`src/rtl/fct_pkg.sv`:
```
// Shared constants and types for the frustum cull test block.
// No dependencies; fct_regs, fct_cell, frustum_cull_test and fct_checker import this package.
`default_nettype none

package fct_pkg;

    localparam int PLANE_COUNT = 6;
    localparam int PLANE_BITS  = 64;
    localparam int NORM_BITS   = 16;
    // Q1.14 normal times Q.4 coordinate gives Q.18; offsets and radii align by this shift
    localparam int D_SHIFT     = 14;
    localparam int D_LSB       = 48;
    localparam int PADDR_BITS  = 6;
    localparam int REG_IDX_LSB = 3;
    localparam int REG_IDX_BITS = 3;

    typedef enum logic [REG_IDX_BITS-1:0] {
        REG_PLANE_TOP    = 3'd0,
        REG_PLANE_LEFT   = 3'd1,
        REG_PLANE_NEAR   = 3'd2,
        REG_PLANE_RIGHT  = 3'd3,
        REG_PLANE_BOTTOM = 3'd4,
        REG_PLANE_FAR    = 3'd5
    } t_reg_idx;

    typedef logic [PLANE_COUNT-1:0][PLANE_BITS-1:0] t_planes;

endpackage

`default_nettype wire

```
`src/rtl/fct_cell.sv`:
```
// One plane cell: picks the positive vertex, multiplies by the normal, then sums
// and compares against the radius threshold. Two pipeline stages. Depends on fct_pkg.
`default_nettype none

module fct_cell import fct_pkg::*; #(
    parameter int COORD_BITS = 16
) (
    input  wire logic                             i_clk,
    input  wire logic                             i_rst_n,
    input  wire logic [PLANE_BITS-1:0]            i_plane,
    input  wire logic                             i_valid,
    output logic                                  o_ready,
    input  wire logic                             i_op,
    input  wire logic [2:0][COORD_BITS-1:0]       i_lo,
    input  wire logic [2:0][COORD_BITS-1:0]       i_hi,
    input  wire logic [COORD_BITS-2:0]            i_rad,
    input  wire logic                             i_vis,
    output logic                                  o_valid,
    input  wire logic                             i_ready,
    output logic                                  o_op,
    output logic [2:0][COORD_BITS-1:0]            o_lo,
    output logic [2:0][COORD_BITS-1:0]            o_hi,
    output logic [COORD_BITS-2:0]                 o_rad,
    output logic                                  o_vis
);

    localparam int PW = COORD_BITS + NORM_BITS;
    localparam int SW = COORD_BITS + 20;

    // multiply stage
    logic                          r_a_valid;
    logic                          r_a_op;
    logic [2:0][COORD_BITS-1:0]    r_a_lo;
    logic [2:0][COORD_BITS-1:0]    r_a_hi;
    logic [COORD_BITS-2:0]         r_a_rad;
    logic                          r_a_vis;
    logic signed [PW-1:0]          r_a_prod [3];
    logic signed [NORM_BITS-1:0]   r_a_d;
    logic signed [PW-1:0]          n_a_prod [3];

    // sum and compare stage
    logic                          r_b_valid;
    logic                          r_b_op;
    logic [2:0][COORD_BITS-1:0]    r_b_lo;
    logic [2:0][COORD_BITS-1:0]    r_b_hi;
    logic [COORD_BITS-2:0]         r_b_rad;
    logic                          r_b_vis;

    logic                          w_a_ready;
    logic                          w_b_ready;
    logic [COORD_BITS-2:0]         w_rad_eff;
    logic signed [SW-1:0]          n_sum;

    assign w_b_ready = !r_b_valid || i_ready;
    assign w_a_ready = !r_a_valid || w_b_ready;
    assign o_ready   = w_a_ready;

    // box: max corner where the normal component is non-negative; point: the point itself
    always_comb begin
        logic signed [NORM_BITS-1:0]  v_n;
        logic signed [COORD_BITS-1:0] v_pt;
        for (int a = 0; a < 3; a++) begin
            v_n  = i_plane[a*NORM_BITS +: NORM_BITS];
            v_pt = (i_op || v_n[NORM_BITS-1]) ? i_lo[a] : i_hi[a];
            n_a_prod[a] = v_n * v_pt;
        end
    end

    always_ff @(posedge i_clk) begin
        if (!i_rst_n) begin
            r_a_valid <= 1'b0;
        end else if (w_a_ready) begin
            r_a_valid <= i_valid;
        end
    end

    always_ff @(posedge i_clk) begin
        if (w_a_ready) begin
            r_a_op   <= i_op;
            r_a_lo   <= i_lo;
            r_a_hi   <= i_hi;
            r_a_rad  <= i_rad;
            r_a_vis  <= i_vis;
            r_a_d    <= i_plane[D_LSB +: NORM_BITS];
            for (int a = 0; a < 3; a++) begin
                r_a_prod[a] <= n_a_prod[a];
            end
        end
    end

    // n.p + d, plus the radius for a point, all in Q.18; negative means culled by this plane
    assign w_rad_eff = r_a_op ? r_a_rad : '0;
    assign n_sum = SW'(r_a_prod[0]) + SW'(r_a_prod[1]) + SW'(r_a_prod[2])
                 + (SW'(r_a_d) <<< D_SHIFT)
                 + SW'({w_rad_eff, {D_SHIFT{1'b0}}});

    always_ff @(posedge i_clk) begin
        if (!i_rst_n) begin
            r_b_valid <= 1'b0;
        end else if (w_b_ready) begin
            r_b_valid <= r_a_valid;
        end
    end

    always_ff @(posedge i_clk) begin
        if (w_b_ready) begin
            r_b_op  <= r_a_op;
            r_b_lo  <= r_a_lo;
            r_b_hi  <= r_a_hi;
            r_b_rad <= r_a_rad;
            r_b_vis <= r_a_vis && !n_sum[SW-1];
        end
    end

    assign o_valid = r_b_valid;
    assign o_op    = r_b_op;
    assign o_lo    = r_b_lo;
    assign o_hi    = r_b_hi;
    assign o_rad   = r_b_rad;
    assign o_vis   = r_b_vis;

endmodule

`default_nettype wire

```
`config.mk`:
```
export PLATFORM = sky130hd
export DESIGN_NAME = fct_cell
export DESIGN_NICKNAME = d
export VERILOG_FILES = /design/src/rtl/fct_pkg.sv /design/src/rtl/fct_cell.sv
export SDC_FILE = /design/constraint.sdc
export NUM_CORES = 2
export LEC_CHECK = 0
export BUFFER_PORTS_ARGS = -buffer_cell sky130_fd_sc_hd__buf_4
export CAP_MARGIN = 20
export CORE_MARGIN = 2
export CORE_UTILIZATION = 46
export CTS_BUF_LIST = sky130_fd_sc_hd__clkbuf_8 sky130_fd_sc_hd__clkbuf_16
export DETAILED_ROUTE_END_ITERATION = 10
export PLACE_DENSITY = 0.73
export SKIP_CTS_REPAIR_TIMING = 1
export SLEW_MARGIN = 25
export SYNTH_ARGS = -nofsm -noshare
export SYNTH_HDL_FRONTEND = slang
export SYNTH_SLANG_ARGS = --single-unit
```
`constraint.sdc`:
```
create_clock -name i_clk -period 10.43 [get_ports i_clk]
set_input_delay 2.086 -clock i_clk [delete_from_list [all_inputs] [get_ports i_clk]]
set_output_delay 2.086 -clock i_clk [all_outputs]
set_load 0.05 [all_outputs]
```
==> metrics.csv <==
stage,metric,value,unit
outcome,outcome,"finished, final reports clean",
synthesis,synth_cell_type_count,60,
placement,portBuffers,295,
layout,final_cells,5290,
sta,fmax,110,MHz
critical_path,setup.worst_path.class,in2reg,
sta,final-setup-viol-count,0,
floorplan,initial_core_util,46.4,%
layout,drive_gt1_share,10.6,%
clock_network,cts.sinks,340,
floorplan,rows,111,
sta,clock_skew,0.0284,ns
synthesis,netlist_area,42500,um2
placement,globalplace.congestion,0.895,
layout,final_core_util,51.7,%
clock_network,cts-htree-levels,2,
layout,synthToLayoutAreaGrowth,11.5,%
synthesis,yosys.area_share.xor_xnor,2.22,%
sta,finalMaxSlewViolations,0,
synthesis,synth-simple-area-share,11.4,%
clock_network,cts_tree,done,
hold_path,min_path_cells,0,
synthesis,synth-compound-area-share,3.51,%
critical_path,slowest_stage,o31ai_1,
floorplan,io_pins,296,
clock_network,clk_latency,0.61,ns
global_route,track_usage,21.4,%
layout,final_nets,5406,
global_route,overflow,0,
critical_path,path_max_fanout,17,
synthesis,synth_top_family_by_area,adder cells,
critical_path,cp.required,10.78,ns
floorplan,die_y,308,um
flow_run,max-cap-violations,0,
critical_path,worstPathCellList,buf_4 > nor2_2 > mux2_2 > and2_1 > fa_1 > inv_1 > fa_1 > inv_1 > fa_1 > inv_1 > fa_1 > fa_1 > fa_1 > inv_1 > ha_1 > and2_1 > nand4_1 > o31ai_1 > a2111oi_1 > o31ai_1 > a21oi_1 > xnor2_1,
synthesis,synthArstFlopShare,0,%
critical_path,critPathTopFamily,adder cells,
drt,drt_first_pass_iters,6,
drt,wl,96700,um
synthesis,ys_ff_latch,340,
global_route,grt_max_degree,73,
sta,rsz0062_at_grt,no,
critical_path,critical-path-max-stage-delay,0.87,ns
synthesis,synth_seq_area_share,24.0,%
synthesis,avgSynthCellArea,11.2,um2
sta,final_hold_viol_count,0,
clock_network,root_buffer,clkbuf_16,
sta,timing.setup.tns,0,ns
layout,final_cell_mix,"860 x inv_1, 851 x fa_1, 382 x nand2_1",
hold_path,hold_class,reg2reg,
synthesis,synth_warnings,0,
floorplan,core_area,91700,um2
drt,vias,27401,
sta,fin_crit,9.10,ns
clock_network,cts_buffers,41,
clock_network,clk_pin_slew_worst_paths,0.06,ns
synthesis,synth_edf_count,338,
global_route,antenna_found_initial,9,
critical_path,reg2regPathDepth,15,
sta,finalCritPeriodShare,87.2,%
synthesis,syn_inst,3807,
critical_path,worst-path-buf-inv,5,
floorplan,dieArea,94900,um2
clock_network,clk_path_buf_depth,3,
synthesis,synthAdderAreaFrac,49.1,%
critical_path,path_common_cell,fa_1,
sta,timing.hold.ws,0.398,ns
synthesis,ys.flop_type,edfxtp_1,
critical_path,cp-end-kind,flop,
global_route,grt_pass1_wl,158000,um
critical_path,worst-path-stages,22,
floorplan,die_w,308,um
sta,slew_headroom,31.7,%
global_route,grt_pass1_vias,29906,
drt,antenna_left,0,
drt,wire_per_inst,18.3,um
drt,avgViaCountPerCell,5.18,
critical_path,worst_setup_path_start_kind,input pin,
drt,drt_iter0_markers,1705,
placement,hpwl,80000,um
critical_path,arrival,9.44,ns
sta,tightest_slew,1.02,ns
drt,post-route-drc-count,0,
synthesis,synthMuxAreaShare,1.32,%
synthesis,synth_nets,5145,
layout,mostFrequentLayoutCell,inv_1,
placement,numPlacedInstances,5211,
-- synth_stat cells (4+ instances only) --
library cell  number  share of area, %
or3_1              4             0.059
a21oi_1           77              0.91
fa_1             851                40
ha_1             306               9.0
nand4_1            8              0.12
nand2b_1          35              0.52
o21bai_1           8              0.14
mux2i_1           18              0.42
nand3_1           18              0.21
o21ai_1           22              0.26
and2_1           194               2.9
a31oi_1            4             0.059
o21a_1            18              0.32
nor3_1            12              0.14
o31ai_1            8              0.14
clkbuf_1         103              0.91
o211ai_1          10              0.18
nor2b_1          201               3.0
xnor2_1           81               1.7
mux2_2            34              0.90
a211oi_1          10              0.18
edfxtp_1         338                24
or2_1             15              0.22
o21ai_0           13              0.15
a21o_1            23              0.41
nor2_1            71              0.63
xor2_1            27              0.56
nor4_1             4             0.059
inv_1            856               7.6
and3_1             7              0.10
nand2_1          383               3.4
-- flip-flops by register name, indices dropped and copies added, names as in the netlist --
register and cells:
o_valid 1, o_rad 15, r_a_lo 48, r_a_vis 1
r_a_rad 15, r_a_d 16, r_a_hi 48, r_a_prod 96
r_a_valid 1, o_lo 48, o_hi 48, o_vis 1
r_a_op 1, o_op 1
-- final timing paths --
| kind | startpoint | slack [ns] | endpoint |
|---|---|---|---|
| max reg2reg | r_a_op | 5.99 | o_vis |
| min reg2reg | r_a_lo[12] | 0.40 | o_lo[12] |
| max | i_plane[31] | 1.33 | r_a_prod[0][63] |
| min | r_a_lo[12] | 0.40 | o_lo[12] |
-- cells by family (layout without fill, tap and decap cells) --
family / Yosys count / count (layout)
AOI/OAI and AO/OA: 228 / 228
xor gates and xnor gates: 108 / 108
adders and majority gates: 1157 / 1157
buffers and inverters: 962 / 1255
DFF: 340 / 340
muxes: 52 / 52
other: 0 / 4
and+or+nand+nor: 960 / 960
-- stage by stage --
stage	worst slack [ns]	cell area, um2
final	1.33	47400
after global routing	1.09	47400
after CTS	1.48	47400
after detailed placement	0.859	46000
after global placement	1.03	46000
after floorplan	1.18	42500
-- cell type report --
class | instances | area [um2]
flip-flops and latches | 340 | 10200
clock inverters | 33 | 307
inverters | 859 | 3230
clock buffers | 42 | 1050
diodes | 4 | 10.0
fillers | 7907 | 44300
well taps | 1186 | 1480
multi-input cells | 2505 | 28700
repair buffers | 321 | 2410
-- routing by layer --
layer,vias up,wire (um),track usage (%)
met4,6,4360,9.04
met3,217,7010,4.23
met5,-,44,0
li1,12167,-,-
met2,902,47300,35.0
met1,14109,38000,27.8
Power is not shown: default switching activity piles up to over one toggle a cycle in this logic, so the estimate is an artifact.
